### src/rtl/srgbx_pkg.sv
// types, constants and the linearization function for the srgb to xyz converter
`timescale 1ns / 1ps

package srgbx_pkg;

  localparam int CHANNEL_BITS  = 12;
  localparam int OUT_FRAC_BITS = 14;
  localparam int CHAN_CODES    = 2 ** CHANNEL_BITS;

  localparam int LIN_FRAC  = 24;
  localparam int LIN_W     = LIN_FRAC + 1;
  localparam int COEF_W    = 14;
  localparam int SUM_W     = LIN_FRAC + COEF_W;
  localparam int LIN_SHIFT = LIN_FRAC - OUT_FRAC_BITS;
  localparam int SCALE_W   = SUM_W - LIN_SHIFT + 1;

  localparam int COEF_SCALE = 10000;
  localparam int ROUND_HALF = COEF_SCALE / 2;

  // reciprocal of the coefficient scale for the final divide
  localparam longint unsigned RECIP = (64'd1 << SCALE_W) / COEF_SCALE;
  localparam int RECIP_W = $clog2(RECIP + 1);
  localparam int MUL_W   = SCALE_W + RECIP_W;

  localparam int OUT_W   = 15;
  localparam int OUT_MAX = 2 ** OUT_W - 1;

  localparam int IN_DATA_W  = ((3 * CHANNEL_BITS + 7) / 8) * 8;
  localparam int OUT_DATA_W = ((3 * OUT_W + 7) / 8) * 8;

  localparam int QUEUE_DEPTH = 4;
  localparam int QPTR_W      = $clog2(QUEUE_DEPTH);
  localparam int QCNT_W      = $clog2(QUEUE_DEPTH + 1);

  localparam longint unsigned CHAN_MAX    = (64'd1 << CHANNEL_BITS) - 1;
  localparam longint unsigned LIN_ONE     = 64'd1 << LIN_FRAC;
  localparam longint unsigned LIN_HALF    = LIN_ONE >> 1;
  localparam longint unsigned LIN_THRESH  = 4045 * CHAN_MAX;
  localparam longint unsigned LIN_HI_DEN  = 1055 * CHAN_MAX;
  localparam longint unsigned LIN_HI_HALF = LIN_HI_DEN / 2;
  localparam longint unsigned LIN_LO_DEN  = 1292 * CHAN_MAX;
  localparam longint unsigned LIN_LO_HALF = LIN_LO_DEN / 2;

  typedef logic [CHANNEL_BITS-1:0] code_t;
  typedef logic [LIN_W-1:0]        lin_t;
  typedef logic [COEF_W-1:0]       coef_t;
  typedef logic [OUT_W-1:0]        tristim_t;

  typedef struct packed {
    lin_t red;
    lin_t green;
    lin_t blue;
  } lin_pix_t;

  // rows give x, y, z; columns red, green, blue; units of 1/10000
  localparam coef_t MAT_COEF [3][3] = '{
    '{14'd4124, 14'd3576, 14'd1805},
    '{14'd2126, 14'd7152, 14'd722},
    '{14'd193,  14'd1192, 14'd9505}
  };

  function automatic longint unsigned fifth_power(input longint unsigned r);
    longint unsigned p;
    p = r;
    for (int k = 0; k < 4; k++) begin
      p = (p * r) >> LIN_FRAC;
    end
    return p;
  endfunction

  function automatic longint unsigned linearize_code(input longint unsigned c);
    longint unsigned t;
    longint unsigned q;
    longint unsigned r;
    longint unsigned cand;
    longint unsigned lin;
    r = 0;
    if (c * 100000 > LIN_THRESH) begin
      t = ((((1000 * c) + (55 * CHAN_MAX)) << LIN_FRAC) + LIN_HI_HALF) / LIN_HI_DEN;
      q = (t * t + LIN_HALF) >> LIN_FRAC;
      // fifth root of q by bitwise search, then q times root gives the 2.4 power
      for (int b = LIN_FRAC; b >= 0; b--) begin
        cand = r | (64'd1 << b);
        if (cand <= LIN_ONE && fifth_power(cand) <= q) begin
          r = cand;
        end
      end
      lin = (q * r + LIN_HALF) >> LIN_FRAC;
    end else begin
      lin = (((c * 100) << LIN_FRAC) + LIN_LO_HALF) / LIN_LO_DEN;
    end
    return lin;
  endfunction

endpackage

### src/rtl/srgbx_back.sv
// back end: matrix multiply, rounding divide and output register
`timescale 1ns / 1ps

module srgbx_back
  import srgbx_pkg::*;
(
  input  logic                  clk,
  input  logic                  rst,
  input  logic                  pix_valid,
  output logic                  pix_ready,
  input  lin_pix_t              pix,
  output logic                  m_axis_tvalid,
  input  logic                  m_axis_tready,
  output logic [OUT_DATA_W-1:0] m_axis_tdata
);

  logic v1, v2, v3, v4, v5;
  logic adv1, adv2, adv3, adv4, adv5;

  lin_t                 lin_in [3];
  logic [SUM_W-1:0]     prod1  [3][3];
  logic [SUM_W-1:0]     sum1   [3];
  logic [SCALE_W-1:0]   w2     [3];
  logic [MUL_W-1:0]     m3     [3];
  logic [SCALE_W-1:0]   w3     [3];
  logic [RECIP_W-1:0]   quo3   [3];
  logic [RECIP_W-1:0]   q4     [3];
  logic [SCALE_W-1:0]   qm4    [3];
  logic [SCALE_W-1:0]   w4     [3];
  logic [SCALE_W-1:0]   rem4   [3];
  logic [31:0]          val4   [3];
  tristim_t             res4   [3];
  tristim_t             res5   [3];

  assign lin_in[0] = pix.red;
  assign lin_in[1] = pix.green;
  assign lin_in[2] = pix.blue;

  assign adv5 = !v5 || m_axis_tready;
  assign adv4 = !v4 || adv5;
  assign adv3 = !v3 || adv4;
  assign adv2 = !v2 || adv3;
  assign adv1 = !v1 || adv2;
  assign pix_ready = adv1;

  always_comb begin
    for (int i = 0; i < 3; i++) begin
      sum1[i] = prod1[i][0] + prod1[i][1] + prod1[i][2];
      quo3[i] = RECIP_W'(m3[i] >> SCALE_W);
      rem4[i] = w4[i] - qm4[i];
      // reciprocal estimate is exact or one short
      val4[i] = 32'(q4[i]) + 32'(rem4[i] >= SCALE_W'(COEF_SCALE));
      res4[i] = (val4[i] > 32'(OUT_MAX)) ? OUT_W'(OUT_MAX) : OUT_W'(val4[i]);
    end
  end

  always_ff @(posedge clk) begin
    if (adv1) begin
      for (int i = 0; i < 3; i++) begin
        for (int j = 0; j < 3; j++) begin
          prod1[i][j] <= SUM_W'(MAT_COEF[i][j]) * SUM_W'(lin_in[j]);
        end
      end
    end
    if (adv2) begin
      for (int i = 0; i < 3; i++) begin
        w2[i] <= SCALE_W'(sum1[i] >> LIN_SHIFT) + SCALE_W'(ROUND_HALF);
      end
    end
    if (adv3) begin
      for (int i = 0; i < 3; i++) begin
        m3[i] <= MUL_W'(w2[i]) * MUL_W'(RECIP);
        w3[i] <= w2[i];
      end
    end
    if (adv4) begin
      for (int i = 0; i < 3; i++) begin
        q4[i]  <= quo3[i];
        qm4[i] <= SCALE_W'(SCALE_W'(quo3[i]) * SCALE_W'(COEF_SCALE));
        w4[i]  <= w3[i];
      end
    end
    if (adv5) begin
      for (int i = 0; i < 3; i++) begin
        res5[i] <= res4[i];
      end
    end
  end

  always_ff @(posedge clk) begin
    if (rst) begin
      v1 <= 1'b0;
      v2 <= 1'b0;
      v3 <= 1'b0;
      v4 <= 1'b0;
      v5 <= 1'b0;
    end else begin
      if (adv1) begin
        v1 <= pix_valid;
      end
      if (adv2) begin
        v2 <= v1;
      end
      if (adv3) begin
        v3 <= v2;
      end
      if (adv4) begin
        v4 <= v3;
      end
      if (adv5) begin
        v5 <= v4;
      end
    end
  end

  assign m_axis_tvalid = v5;
  assign m_axis_tdata  = {(OUT_DATA_W - 3 * OUT_W)'(0), res5[2], res5[1], res5[0]};

endmodule

### config.mk
export PLATFORM = sky130hd
export DESIGN_NAME = srgbx_back
export DESIGN_NICKNAME = d
export VERILOG_FILES = /design/src/rtl/srgbx_pkg.sv /design/src/rtl/srgbx_back.sv
export SDC_FILE = /design/constraint.sdc
export NUM_CORES = 2
export LEC_CHECK = 0
export BUFFER_PORTS_ARGS = -buffer_cell sky130_fd_sc_hd__buf_2
export CORE_MARGIN = 4
export CORE_UTILIZATION = 55
export CTS_BUF_LIST = sky130_fd_sc_hd__clkbuf_16
export DETAILED_ROUTE_END_ITERATION = 6
export GPL_TIMING_DRIVEN = 0
export PLACE_DENSITY = 0.71
export SETUP_SLACK_MARGIN = 0.2
export SLEW_MARGIN = 15
export SYNTH_ARGS = -nofsm -noshare
export SYNTH_HDL_FRONTEND = slang
export SYNTH_SLANG_ARGS = --single-unit
### constraint.sdc
create_clock -name clk -period 13.1 [get_ports clk]
set_input_delay 0 -clock clk [delete_from_list [all_inputs] [get_ports clk]]
set_output_delay 0 -clock clk [all_outputs]
set_load 0.02 [all_outputs]
==> key figures <==
Detailed routing
  – DR WL met2: 109000 um
  – Total vias in the final route: 62000
  – WL met3: 10200 um
  – Drt wl/cell: 19.9 um
  – Metal-1 WL: 95500 um
  – Vias/cell: 5.53
  – Routed Antenna Nets: 0
  – Pre-antenna DRT Iters: 7
  – WL final: 223000 um
  – Drt first-iter violations: 3241
  – Number of remaining DRC errors: 0
  – Top Metal Used: met5

Worst setup path
  – Critical path, cell by cell: ha_1 -> inv_1 -> fa_1 -> inv_1 -> fa_1 -> inv_1 -> fa_1 -> fa_1 -> inv_1 -> fa_1 -> ha_1 -> a21oi_1 -> nor2b_1 -> o21ai_0 -> a21oi_1 -> a211oi_1 -> o211a_1 -> o21ai_1 -> a211o_1 -> a2111oi_0 -> o311ai_0 -> a21oi_1 -> xor2_1
  – CP arrival: 8.08 ns
  – Slowest-stage cell, CP: a2111oi_0
  – Most used cell, CP: fa_1
  – Slowest cell delay on critical path: 0.88 ns
  – WS Path Type: flip-flop to flip-flop
  – Startpoint Class: flip-flop
  – Crit-path max FO: 4
  – Worst Setup End Kind: flip-flop
  – Worst path required time: 13.52 ns

Synth
  – Post-synth EDFFs: 709
  – #FFs+latches synth: 714
  – Post-synth ARST share: 0%
  – Count leader, synth: inv_1
  – Top post-synthesis cells by area: fa_1, edfxtp_1, ha_1
  – Unique cell type count in the Yosys netlist: 90
  – Synth top area share: 26.9%
  – Commonest cells post-synth: inv_1, ha_1, fa_1
  – Post-Syn Area: 0.0941 mm2
  – Post-synth top flop: edfxtp_1
  – Post-synthesis sequential area ratio: 22.7%
  – Syn avg cell area: 10.8 um2
  – Synthesis Warnings: 0
  – Cells after Synth: 8690
  – Yosys top cell by area: fa_1

CTS
  – CTS tree: yes
  – # resized after CTS: 0
  – Num CTS Buffers: 85
  – Clock latency at the later pin of the worst-skew pair: 0.70 ns
  – Clock tree sinks: 714
  – Root Buffer: clkbuf_16
  – CTS clk-pin slew, worst paths: 0.06 ns
  – Clock Path Buffers: 3
  – Htree depth: 3

Global route
  – First-pass GRT wire length: 358000 um
  – Total GRT Usage: 25.6%
  – Initial antenna violation count: 10
  – GRT Residual Overflow: 0
  – Vias in the first global route: 66400
  – Largest net degree at the start of global routing: 80

Die
  – IO Pins: 129
  – Area of the core: 0.170 mm2
  – Initial Utilization: 55.4%
  – Chip height: 422 um
  – Row count: 151
  – Die width: 422 um
  – Die Area: 0.178 mm2

Final layout
  – Area grow syn2layout: 7.30%
  – Layout fillers: 14000
  – Nets@finish: 11900
  – Share of layout cells above drive strength 1: 3.56%

Placed design
  – Dpl hpwl: 193000 um
  – Port buffer count: 125
  – Place WS: 5.46 ns
  – Routability congestion estimate: 0.967

Run status
  – Outcome: finished, final reports clean

STA
  – Max Fclk: 131 MHz
  – Layout Skew: 0.0311 ns
  – Fin worst setup slack: 5.44 ns
  – RSZ-0062 raised after global routing: false
  – Slew HR: 30.0%
  – Final hold viol count: 0
  – Fin Setup TNS: 0 ns
  – Max-slew violations: 0
  – Crit share post-route: 58.5%
  – Tmin final: 7.66 ns
  – Worst-margin pin slew: 1.02 ns
  – # setup viols final: 0

Flow run
  – Max-cap violations: 0

Hold path
  – Worst hold path type: primary input to flip-flop
[worst paths after layout]
check | start | slack (ns) | endpoint | depth (start not counted)
min reg2reg | w3[0][55]$_DFFE_PP_ | 0.41 | w4[0][55]$_DFFE_PP_ | 0
max | w2[0][19]$_DFFE_PP_ | 5.44 | m3[0][44]$_DFFE_PP_ | 23
min | pix[5] | 0.07 | prod1[2][5]$_DFFE_PP_ | 2
max reg2reg | w2[0][19]$_DFFE_PP_ | 5.44 | m3[0][44]$_DFFE_PP_ | 23
[through the flow]
step / std cells / area (um2) / hold WS, ns / utilization [%]
finish: 11200 / 101000 / 0.0716 / 59.5
global route: 11200 / 101000 / 0.0413 / 59.5
CTS: 11200 / 101000 / 0.0125 / 59.5
detailed placement: 11000 / 97800 / 0.221 / 57.6
global placement: 11000 / 97500 / 0.219 / 57.4
floorplan: 8692 / 94100 / 0.0691 / -
[worst max-delay path, delay by kind of cell (launching register included)]
kind | cells | cell delay [ns]
and+or+nand+nor | 1 | 0.05
buffers and inverters | 4 | 0.29
AOI/OAI and AO/OA | 10 | 3.24
xor gates and xnor gates | 1 | 0.09
adders and majority gates | 7 | 3.15
DFF | 1 | 0.54
[cell usage in the layout, fill, tap and decap left out, types with 69 or more instances in the layout]
master	n
nand3_1	110
nor2b_1	69
xnor2_1	338
o21ai_0	190
nor2_1	297
nor3_1	123
buf_2	126
inv_1	2055
a21o_1	170
clkbuf_16	87
a21oi_1	349
ha_1	1656
fa_1	1266
xor2_1	171
edfxtp_1	709
nand2_1	268
[final cells by class]
type,count,area (um2),area share (%)
flip-flops and latches,714,21400,21.2
plain buffers,30,126,0.125
clock inverters,66,701,0.694
well taps,2218,2780,2.75
inverters,2042,7670,7.60
repair buffers,161,1160,1.15
multi-input cells,5906,64900,64.3
diodes,3,7.51,0.00744
clock buffers,87,2180,2.16
[state kept, by name (all words and copies together), names as in the netlist]
name and flops:
v3 1, m_axis_tvalid 1, v4 1, qm4 63, m3 48, v2 1
w2 87, w4 75, v1 1, res5 45, w3 75, prod1 268
q4 48
[repair_timing]
action	in CTS	in global routing
hold buffers	25	0
setup buffers	0	0
endpoints found under the hold margin	33	0
[per-layer routing]
layer  track usage, %  up-vias
li1                 -    29500
met1             33.7    30900
met2             44.6     1314
met3             2.79      342
met4             7.92        8
met5                0        -
[kinds of logic after synthesis]
family | count (synthesis) | share of synthesized area (%)
AOI/OAI and AO/OA | 1227 | 8.57
xor gates and xnor gates | 510 | 4.76
adders and majority gates | 2922 | 49.0
buffers and inverters | 2072 | 8.28
DFF | 714 | 22.7
muxes | 17 | 0.185
other | 1 | 0.00399
and+or+nand+nor | 1227 | 6.48
Power is not shown: default switching activity piles up to over one toggle a cycle in this logic, so the estimate is an artifact.
