[config.mk]
export PLATFORM = sky130hd
export DESIGN_NAME = srgbx_queue
export DESIGN_NICKNAME = d
export VERILOG_FILES = /design/src/rtl/srgbx_pkg.sv /design/src/rtl/srgbx_queue.sv
export SDC_FILE = /design/constraint.sdc
export NUM_CORES = 1
export LEC_CHECK = 0
export BUFFER_PORTS_ARGS = -buffer_cell sky130_fd_sc_hd__buf_4
export CAP_MARGIN = 20
export CORE_ASPECT_RATIO = 0.6
export CORE_MARGIN = 1
export CORE_UTILIZATION = 51
export CTS_CLUSTER_DIAMETER = 100
export DETAILED_ROUTE_END_ITERATION = 8
export PLACE_DENSITY = 0.86
export SYNTH_ARGS = -nofsm -noshare
export SYNTH_HDL_FRONTEND = slang
export SYNTH_SLANG_ARGS = --single-unit
[constraint.sdc]
create_clock -name clk -period 2.9 [get_ports clk]
set_clock_uncertainty 0.15 [all_clocks]
set_input_delay 0 -clock clk [delete_from_list [all_inputs] [get_ports clk]]
set_output_delay 0 -clock clk [all_outputs]
set_load 0.05 [all_outputs]
[src/rtl/srgbx_pkg.sv]
// types, constants and the linearization function for the srgb to xyz converter
`timescale 1ns / 1ps

package srgbx_pkg;

  localparam int CHANNEL_BITS  = 12;
  localparam int OUT_FRAC_BITS = 14;
  localparam int CHAN_CODES    = 2 ** CHANNEL_BITS;

  localparam int LIN_FRAC  = 24;
  localparam int LIN_W     = LIN_FRAC + 1;
  localparam int COEF_W    = 14;
  localparam int SUM_W     = LIN_FRAC + COEF_W;
  localparam int LIN_SHIFT = LIN_FRAC - OUT_FRAC_BITS;
  localparam int SCALE_W   = SUM_W - LIN_SHIFT + 1;

  localparam int COEF_SCALE = 10000;
  localparam int ROUND_HALF = COEF_SCALE / 2;

  // reciprocal of the coefficient scale for the final divide
  localparam longint unsigned RECIP = (64'd1 << SCALE_W) / COEF_SCALE;
  localparam int RECIP_W = $clog2(RECIP + 1);
  localparam int MUL_W   = SCALE_W + RECIP_W;

  localparam int OUT_W   = 15;
  localparam int OUT_MAX = 2 ** OUT_W - 1;

  localparam int IN_DATA_W  = ((3 * CHANNEL_BITS + 7) / 8) * 8;
  localparam int OUT_DATA_W = ((3 * OUT_W + 7) / 8) * 8;

  localparam int QUEUE_DEPTH = 4;
  localparam int QPTR_W      = $clog2(QUEUE_DEPTH);
  localparam int QCNT_W      = $clog2(QUEUE_DEPTH + 1);

  localparam longint unsigned CHAN_MAX    = (64'd1 << CHANNEL_BITS) - 1;
  localparam longint unsigned LIN_ONE     = 64'd1 << LIN_FRAC;
  localparam longint unsigned LIN_HALF    = LIN_ONE >> 1;
  localparam longint unsigned LIN_THRESH  = 4045 * CHAN_MAX;
  localparam longint unsigned LIN_HI_DEN  = 1055 * CHAN_MAX;
  localparam longint unsigned LIN_HI_HALF = LIN_HI_DEN / 2;
  localparam longint unsigned LIN_LO_DEN  = 1292 * CHAN_MAX;
  localparam longint unsigned LIN_LO_HALF = LIN_LO_DEN / 2;

  typedef logic [CHANNEL_BITS-1:0] code_t;
  typedef logic [LIN_W-1:0]        lin_t;
  typedef logic [COEF_W-1:0]       coef_t;
  typedef logic [OUT_W-1:0]        tristim_t;

  typedef struct packed {
    lin_t red;
    lin_t green;
    lin_t blue;
  } lin_pix_t;

  // rows give x, y, z; columns red, green, blue; units of 1/10000
  localparam coef_t MAT_COEF [3][3] = '{
    '{14'd4124, 14'd3576, 14'd1805},
    '{14'd2126, 14'd7152, 14'd722},
    '{14'd193,  14'd1192, 14'd9505}
  };

  function automatic longint unsigned fifth_power(input longint unsigned r);
    longint unsigned p;
    p = r;
    for (int k = 0; k < 4; k++) begin
      p = (p * r) >> LIN_FRAC;
    end
    return p;
  endfunction

  function automatic longint unsigned linearize_code(input longint unsigned c);
    longint unsigned t;
    longint unsigned q;
    longint unsigned r;
    longint unsigned cand;
    longint unsigned lin;
    r = 0;
    if (c * 100000 > LIN_THRESH) begin
      t = ((((1000 * c) + (55 * CHAN_MAX)) << LIN_FRAC) + LIN_HI_HALF) / LIN_HI_DEN;
      q = (t * t + LIN_HALF) >> LIN_FRAC;
      // fifth root of q by bitwise search, then q times root gives the 2.4 power
      for (int b = LIN_FRAC; b >= 0; b--) begin
        cand = r | (64'd1 << b);
        if (cand <= LIN_ONE && fifth_power(cand) <= q) begin
          r = cand;
        end
      end
      lin = (q * r + LIN_HALF) >> LIN_FRAC;
    end else begin
      lin = (((c * 100) << LIN_FRAC) + LIN_LO_HALF) / LIN_LO_DEN;
    end
    return lin;
  endfunction

endpackage

[src/rtl/srgbx_queue.sv]
// short fifo of linearized pixels between front and back
`timescale 1ns / 1ps

module srgbx_queue
  import srgbx_pkg::*;
(
  input  logic     clk,
  input  logic     rst,
  input  logic     wr_valid,
  output logic     wr_ready,
  input  lin_pix_t wr_pix,
  output logic     rd_valid,
  input  logic     rd_ready,
  output lin_pix_t rd_pix
);

  lin_pix_t            mem [QUEUE_DEPTH];
  logic [QPTR_W-1:0]   wr_ptr;
  logic [QPTR_W-1:0]   rd_ptr;
  logic [QCNT_W-1:0]   count;
  logic                wr_en;
  logic                rd_en;

  assign wr_ready = count != QCNT_W'(QUEUE_DEPTH);
  assign rd_valid = count != '0;
  assign wr_en    = wr_valid && wr_ready;
  assign rd_en    = rd_valid && rd_ready;
  assign rd_pix   = mem[rd_ptr];

  always_ff @(posedge clk) begin
    if (wr_en) begin
      mem[wr_ptr] <= wr_pix;
    end
  end

  always_ff @(posedge clk) begin
    if (rst) begin
      wr_ptr <= '0;
      rd_ptr <= '0;
      count  <= '0;
    end else begin
      if (wr_en) begin
        wr_ptr <= wr_ptr + 1'b1;
      end
      if (rd_en) begin
        rd_ptr <= rd_ptr + 1'b1;
      end
      if (wr_en && !rd_en) begin
        count <= count + 1'b1;
      end else if (rd_en && !wr_en) begin
        count <= count - 1'b1;
      end
    end
  end

endmodule

==> metrics.txt, run 1 <==
Layout Cells excl Fill 997; worst slew pin tran 0.6536 ns; # setup viols final 0; setup TNS 0 ns; main flop type after synthesis edfxtp_1; Gate Count Post-Synth 439; total number of vias 5437; Die Span X 194.0 µm; Net Sw Frac 34.00%; Root Driver clkbuf_16; synthesized area 11280 µm²; outcome finished clean; Final Net Count 783; gr usage total 19.85%; DRT Wirelength 21850 µm; Yosys reg bits 309; DRT iter0 DRCs 435; initial antenna violation count 1; Clk pwr share 25.1%; average size of a mapped cell 25.70 µm²; Seq/Total Area, Yosys 81.44%; # clock sinks 309; remaining antenna violation count 0; largest net degree at the start of global routing 43; EDFF count, synth 300; RSZ-0062 raised after global routing no; GR Overflow Total 0; fillcell total 1311; Worst Setup SP count[0]$_SDFFE_PP0P_; leakage 4.930 nW; core box area 21340 µm²; Rel. slew slack 56.42%; CTS tree yes; Worst EP required 3.20 ns; starting density of the core 52.87%; Detail Placement HPWL 13130 µm; final count of pins violating max slew 0; P per Cell Area 956.1 nW/µm²; H-tree Lvls 1; DP Cell Count 869; async set-reset flop share out of synthesis 0%; Tmin final 2.530 ns; Logic pwr share 34.1%; CTS clock-pin slew for the worst setup and hold paths 0.07 ns; maxcap violations 0; Final Hold Viols 0; die height 117.2 µm; Synth warnings 0; DIE AREA 22740 µm²; Reg power frac 40.8%; r2r startpoint count[0]$_SDFFE_PP0P_; DR DRC count 0; IO Count 156; Placer Congestion 0.8261; # rows 41; worst vdd ir 0.0008237 V; hold wc startpoint wr_pix[14]; area fraction of the dominant cell type after synthesis 79.84%; syn_nets 524; Critical Path AT 2.83 ns; Final Cycle Share 87.25%; Startpoint Class flop; net switching power 4.707 mW; internal power 9.139 mW; Synth area leader edfxtp_1; Setup Buffers After CTS 0; first-pass GRT wire length 33670 µm; Area growth syn-to-layout 28.35%; fraction of layout cells with a size suffix above 1 40.31%; Vias per Instance 5.453; routed len/inst 21.91 µm; worst skew pair latency 0.53 ns; crit path max fanout 7; vias in the first global route 5794; Hold WC Path Type input pin to flop; Pre-antenna DRT Iters 4; clk buf depth 3; f_max 395.2 MHz; type of the worst setup path flop to flop; buffers added on ports 155; Synth cell types 23; main area contributors after synthesis edfxtp_1, mux4_2, dfxtp_1; CP Capture Type flop; cts bufs inserted 27
state kept, by name, summed over array words and instances, names as in the netlist, named ones only:
| signal | cells |
|---|---|
| count | 3 |
| mem | 300 |
| rd_ptr | 2 |
| wr_ptr | 2 |
worst max-delay path: stages, from the launching register on:
cell and delay [ns]:
dfxtp_1 0.46, nor2_1 0.11, a21boi_2 0.35, ha_1 0.26, inv_1 0.08, fa_1 0.40, xor2_1 0.18, or3_1 0.31
a21oi_1 0.15
per-stage QoR:
| step | worst slack (ns) | power [mW] | utilization, % | cell area (µm²) | hold slack, ns |
|---|---|---|---|---|---|
| 2_1_floorplan | 0.5681 | 9.043 | - | 11290 | -0.05113 |
| 3_3_place_gp | 0.5715 | 10.31 | 60.15 | 12840 | 0.04830 |
| 3_5_place_dp | 0.4213 | 10.40 | 60.15 | 12840 | 0.05437 |
| 4_1_cts | 0.3966 | 13.96 | 67.85 | 14480 | 0.03521 |
| 5_1_grt | 0.2316 | 14.36 | 67.86 | 14480 | 0.04676 |
| 6_report | 0.3697 | 13.85 | 67.86 | 14480 | 0.06316 |
area by class of cell:
cell class                      count  area, µm²  area share (%)
Inverter                            3      11.26         0.07775
Timing Repair Buffer              247       2102           14.51
Tap cell                          279      349.1           2.410
Sequential cell                   309       9196           63.50
Multi-Input combinational cell    110       1969           13.60
Clock buffer                       33      698.2           4.821
Antenna cell                        1      2.502         0.01728
Clock inverter                     15      153.9           1.063
kinds of logic (layout without fill, tap and decap cells):
family                   after synthesis  in the layout  synth area share, %
multiplexers                          78             78                15.25
AND/OR/NAND/NOR                       17             17               0.7429
buffers and inverters                 20            298                1.198
flip-flops                           309            309                81.44
AO/OA/AOI/OAI                          5              5               0.3326
adder cells (fa/ha/maj)                6              6               0.7319
XOR/XNOR                               4              4               0.3105
other                                  0              1                    0
Yosys cell counts (all sizes together) (2+ instances only):
cell and n:
and2 4, buf 14, clkbuf 3, dfxtp 9, edfxtp 300, ha 5, inv 3, mux2i 2
mux4 75, nand2b 2, nor2 8, or3 2, xor2 4
layout by cell type, fill, tap and decap left out, types with 5 or more instances in the layout:
master and count:
clkbuf_1 6, clkbuf_16 27, dfxtp_1 7, mux4_2 75, edfxtp_1 300, nor2_1 8
clkinv_2 5, buf_4 164, ha_1 5, dlygate4sd3_1 79
routing by layer:
metal,GRT usage (%),up-vias,wire (µm)
met4,3.810,0,324
li1,-,2385,-
met3,4.355,26,1654
met2,33.31,206,10450
met1,27.59,2820,9420
met5,0,-,0
power by group through the flow:
stage                     clock network, mW  registers [mW]  logic, mW
after global routing                   3.72            5.70       4.93
after global placement                    0            5.71       4.59
after floorplan                           0            5.61       3.44
after CTS                              3.53            5.66       4.76
final                                  3.47            5.65       4.72
after detailed placement                  0            5.75       4.65
timing repair:
item,in CTS,in global routing
hold buffers,79,0
resized for setup,0,0
hold endpoints to repair,309,0
path summary, 6_finish.rpt:
kind | end | slack [ns] | depth (start not counted)
hold / removal | mem[0][14]$_DFFE_PP_ | 0.06 | 2
setup reg to reg | count[2]$_SDFFE_PP0P_ | 0.37 | 8
hold reg to reg | rd_ptr[0]$_SDFFE_PP0P_ | 0.38 | 2
setup / recovery | count[2]$_SDFFE_PP0P_ | 0.37 | 8
Power figures use the tool's default switching activity.
==> run 2, diff against run 1 <==
Settings changed: GPL_ROUTABILITY_DRIVEN from default to 0, RECOVER_POWER from default to 25, SKIP_LAST_GASP from default to 1.
==> metrics.txt, run 2 (synthesis results as in run 1) <==
design area 14310 µm² (-1.2%); GR Overflow Total 0 (unchanged); starting density of the core 52.87% (unchanged); CTS tree yes; gr usage total 19.85% (unchanged); crit path max fanout 7 (unchanged); DRT iter0 DRCs 410 (-5.7%); cell chain of the critical path nor2_1, a21boi_2, ha_1, inv_1, fa_1, xor2_1, or3_1, a21oi_1; P per Cell Area 965.4 nW/µm² (+0.98%); type of the worst setup path flop to flop; Rel. slew slack 55.94% (-0.48 points); cts hold-fix bufs 79 (unchanged); leakage 4.767 nW (-3.3%); final count of pins violating max slew 0 (unchanged); Place WS 0.4213 ns (unchanged); Setup Buffers After CTS 0 (unchanged); remaining antenna violation count 0 (unchanged); vias in the first global route 5794 (unchanged); DRT Wirelength 21830 µm (about the same); Die Span X 194.0 µm (unchanged); commonest non-fill, non-tap cell in the layout edfxtp_1; worst vdd ir 0.0008249 V (+0.15%); clk buf depth 3 (unchanged); max FFs per register 300 (unchanged); Layout Cells excl Fill 997 (unchanged); DR DRC count 0 (unchanged); Tmin final 2.526 ns (-0.004246 ns); Util after Layout 67.07% (-0.79 points); Final Net Count 783 (unchanged); first-pass GRT wire length 33670 µm (unchanged); die height 117.2 µm (unchanged); Critical-path top delay cell dfxtp_1; outcome finished clean; setup TNS 0 ns (unchanged); RSZ-0062 raised after global routing no; fraction of layout cells with a size suffix above 1 34.03% (-6.3 points); f_max 395.9 MHz (+0.17%); Pre-antenna DRT Iters 5 (+1); Final Hold Viols 0 (unchanged); setup slack, reg-to-reg 0.37 ns (about the same); setup ws final 0.3739 ns (+0.004246 ns); # rows 41 (unchanged); worst skew pair latency 0.53 ns (about the same); largest net degree at the start of global routing 43 (unchanged); Area growth syn-to-layout 26.86%; Tot Pwr 13.82 mW (-0.20%); routed len/inst 21.89 µm (about the same); total number of vias 5479 (+0.77%); # clock sinks 309 (unchanged); cts bufs inserted 27 (unchanged); largest registers mem x300, count x3; Worst EP required 3.20 ns (about the same); post-cts repair resize count 0 (unchanged); H-tree Lvls 1 (unchanged); initial antenna violation count 1 (unchanged); DP Cell Count 869 (unchanged); Detail Placement HPWL 13130 µm (unchanged); register bank with the most flops mem; final hold slack 0.07771 ns (+0.01455 ns); Root Driver clkbuf_16; buffers added on ports 155 (unchanged); CTS clock-pin slew for the worst setup and hold paths 0.07 ns (about the same); worst slew pin tran 0.6609 ns (+0.007250 ns); core box area 21340 µm² (unchanged); IO Count 156 (unchanged); Hold WC Path Type input pin to flop; Startpoint Class flop; # setup viols final 0 (unchanged); DIE AREA 22740 µm² (unchanged); Critical Path AT 2.83 ns (about the same); Vias per Instance 5.495 (+0.77%); Final Cycle Share 87.11% (-0.15 points); CP Capture Type flop; max incr delay on CP 0.46 ns (about the same); maxcap violations 0 (unchanged); most frequent cells in the layout edfxtp_1, buf_4, dlygate4sd3_1, mux4_2, clkbuf_1; Area after DPL 12840 µm² (unchanged); fillcell total 1362 (+3.9%)
==> run 2: area by class of cell <==
cell class                      count  area [µm²]  area share, %
Inverter                            3       11.26        0.07867
Clock buffer                       33       698.2          4.878
Clock inverter                     15       153.9          1.075
Multi-Input combinational cell    110        1969          13.76
Antenna cell                        1       2.502        0.01748
Timing Repair Buffer              247        1933          13.51
Sequential cell                   309        9196          64.25
Tap cell                          279       349.1          2.439
==> run 2: worst paths after layout <==
check                         start                      to  cells after the start
min reg2reg  rd_ptr[0]$_SDFFE_PP0P_  rd_ptr[0]$_SDFFE_PP0P_                      2
max reg2reg   count[0]$_SDFFE_PP0P_   count[2]$_SDFFE_PP0P_                      8
min                      wr_pix[35]    mem[2][35]$_DFFE_PP_                      2
max           count[0]$_SDFFE_PP0P_   count[2]$_SDFFE_PP0P_                      8
==> run 2: critical path: cells and delay by family, from the launching register on <==
kind,cells,cell delay (ns)
DFF,1,0.46
AOI/OAI and AO/OA,2,0.50
adders and majority gates,2,0.66
and+or+nand+nor,2,0.42
buffers and inverters,1,0.08
xor gates and xnor gates,1,0.18
==> run 2: routing by layer <==
| metal | track usage (%) | up-vias | wire length, µm | part of all wire [%] |
|---|---|---|---|---|
| met2 | 33.31 | 214 | 10580 | 48 |
| met3 | 4.355 | 26 | 1760 | 8.1 |
| met1 | 27.59 | 2854 | 9161 | 42 |
| li1 | - | 2385 | - | - |
| met4 | 3.810 | 0 | 324 | 1.5 |
| met5 | 0 | - | 0 | 0 |
==> run 2: power breakdown <==
part / leakage, nW / total, mW / switching (mW) / internal (mW)
clock: 0.413 / 3.47 / 1.50 / 1.98
combinational: 1.53 / 4.70 / 2.98 / 1.71
sequential: 2.82 / 5.65 / 0.225 / 5.42
total: 4.77 / 13.8 / 4.71 / 9.11
==> run 3, diff against run 2 <==
Settings changed: ABC_AREA from default to 1, CORE_UTILIZATION 51 to 52, PLACE_DENSITY 0.86 to 0.87.
==> metrics.txt, run 3 <==
outcome finished clean; EDFF count, synth 300 (unchanged); type of the worst setup path flop to flop; Root Driver clkbuf_16; Worst R2R End count[0]$_SDFFE_PP0P_; worst skew pair latency 0.53 ns (about the same); leakage 5.169 nW (+8.4%); Vias per Instance 5.426 (-1.3%); async set-reset flop share out of synthesis 0% (unchanged); register bank with the most flops mem; post-cts repair resize count 0 (unchanged); IO Count 156 (unchanged); DRT iter0 DRCs 659 (+61%); commonest non-fill, non-tap cell in the layout edfxtp_1; final count of pins violating max slew 0 (unchanged); # setup viols final 0 (unchanged); cts hold-fix bufs 79 (unchanged); total number of vias 7357 (+34%); r2r startpoint count[1]$_SDFFE_PP0P_; worst slew pin tran 0.6351 ns (-0.02580 ns); largest net degree at the start of global routing 151 (+250%); # rows 42 (+2.4%); M1 WL 11620 µm (+27%); main area contributors after synthesis edfxtp_1, o21ai_0, o22ai_2; crit path max fanout 5 (-2); routed len/inst 19.43 µm (-11%); Setup Buffers After CTS 0 (unchanged); Worst Hold End rd_ptr[0]$_SDFFE_PP0P_; setup TNS 0 ns (unchanged); Min-Delay Path Depth 3 (+1); max FFs per register 300 (unchanged); DP Cell Count 1226 (+41%); Detail Placement HPWL 15250 µm (+16%); Yosys reg bits 309 (unchanged); largest registers mem x300, count x3; area occupied by multi-input gates 2643 µm² (+34%); first-pass GRT wire length 40390 µm (+20%); synthesized area 12200 µm² (+8.2%); remaining antenna violation count 0 (unchanged); P per Cell Area 953.3 nW/µm² (-1.3%); Synth warnings 0 (unchanged); gr usage total 22.05% (+2.2 points); R2R depth 8 (unchanged); most common cell in the netlist edfxtp_1; CP Capture Type flop; Final Hold Viols 0 (unchanged); Die Span X 199.8 µm (+3.0%); GR Overflow Total 0 (unchanged); cts bufs inserted 27 (unchanged); Max Used Layer met5; Seq/Total Area, Yosys 75.30% (-6.1 points); area fraction of the dominant cell type after synthesis 73.82% (-6.0 points); core box area 22540 µm² (+5.6%); Synth area leader edfxtp_1; DRT Wirelength 26350 µm (+21%); die height 120.7 µm (+2.9%); hold wc startpoint rst; worst vdd ir 0.0008612 V (+4.4%); RSZ-0062 raised after global routing no; starting density of the core 54.13% (+1.3 points); maxcap violations 0 (unchanged); initial antenna violation count 2 (+1); met2 routed WL 12090 µm (+14%); # clock sinks 309 (unchanged); met3 wire len 2201 µm (+25%); Pre-antenna DRT Iters 5 (unchanged); Gate Count Post-Synth 793 (+81%); FF+latch area 9194 µm² (about the same); Area growth syn-to-layout 24.60%; most frequent cells in the layout edfxtp_1, o21ai_0, nor2_1, buf_4, dlygate4sd3_1; Hold WC Path Type input pin to flop; setup slack, reg-to-reg 0.41 ns (+0.04 ns); Area after DPL 13710 µm² (+6.8%); H-tree Lvls 1 (unchanged); Layout Cells excl Fill 1356 (+36%); final hold slack 0.06067 ns (-0.01704 ns); average size of a mapped cell 15.39 µm² (-40%); buffers added on ports 155 (unchanged); Startpoint Class flop; synth cell count leaders edfxtp_1, o21ai_0, nor2_1, nor2_4, o22ai_2; fillcell total 1502 (+10%); main flop type after synthesis edfxtp_1; f_max 402.1 MHz (+1.6%); CTS tree yes; Worst EP required 3.17 ns (-0.03 ns); fraction of layout cells with a size suffix above 1 25.31% (-8.7 points); DR DRC count 0 (unchanged); clk buf depth 3 (unchanged); CTS clock-pin slew for the worst setup and hold paths 0.07 ns (about the same); Tmin final 2.487 ns (-0.03931 ns); design area 15200 µm² (+6.2%); vias in the first global route 7334 (+27%); Synth cell types 25 (+8.7%); Rel. slew slack 57.66% (+1.7 points); syn_nets 878 (+68%); Final Net Count 1111 (+42%); Final Cycle Share 85.75% (-1.4 points); DIE AREA 24100 µm² (+6.0%); Critical Path AT 2.76 ns (-0.07 ns)
run 3: cells by family (layout without fill, tap and decap cells):
family / after synthesis / in the layout / share of synthesized area, %
DFF: 309 / 309 / 75.30
AOI/OAI and AO/OA: 229 / 229 / 12.37
and+or+nand+nor: 184 / 184 / 8.295
buffers and inverters: 64 / 318 / 3.291
adders and majority gates: 6 / 6 / 0.6767
xor gates and xnor gates: 1 / 1 / 0.07179
other: 0 / 1 / 0
run 3: routing by layer:
layer,track usage (%),vias to the layer above
met5,0,-
met4,4.628,2
met3,4.324,34
met2,34.98,306
met1,31.86,3582
li1,-,3433
run 3: area by class of cell:
class                   instances  area share, %
clock inverters                15          1.020
diodes                          1        0.01646
flip-flops and latches        309          60.47
clock buffers                  35          4.773
repair buffers                252          13.38
multi-input cells             420          17.38
inverters                      16         0.4279
well taps                     308          2.535
run 3: how the worst max path moves through the flow:
stage / startpoint / slack (ns) / cells after the start / endpoint
after detailed placement: count[0]$_SDFFE_PP0P_ / 0.64 / 13 / count[2]$_SDFFE_PP0P_
after global routing: count[1]$_SDFFE_PP0P_ / 0.28 / 8 / count[0]$_SDFFE_PP0P_
after floorplan: count[0]$_SDFFE_PP0P_ / -0.79 / 4 / mem[0][0]$_DFFE_PP_
after CTS: flop / 0.41 / 4 / rd_pix[43]
final: count[1]$_SDFFE_PP0P_ / 0.41 / 8 / count[0]$_SDFFE_PP0P_
after global placement: count[0]$_SDFFE_PP0P_ / 0.74 / 13 / count[2]$_SDFFE_PP0P_
run 3: worst max-delay path, cell delays in order, from the launching register on:
cell and delay (ns):
dfxtp_1 0.34, nor2_1 0.14, nand2_1 0.12, nand2_1 0.36, inv_2 0.10, ha_1 0.37
xor2_1 0.20, nor2_1 0.05, dlygate4sd3_1 0.54
run 3: power breakdown:
part / switching (mW) / internal, mW / leakage, nW
clock network: 1.53 / 2.04 / 0.430
logic: 3.86 / 1.50 / 1.92
registers: 0.140 / 5.42 / 2.82
run 3: stage by stage:
stage	util [%]	power, mW	setup slack [ns]
final	67.44	14.49	0.4132
after detailed placement	60.82	10.93	0.6352
after global routing	67.44	15.04	0.2793
after floorplan	-	9.433	-0.7854
after global placement	60.82	10.83	0.7378
after CTS	68.23	14.60	0.4106
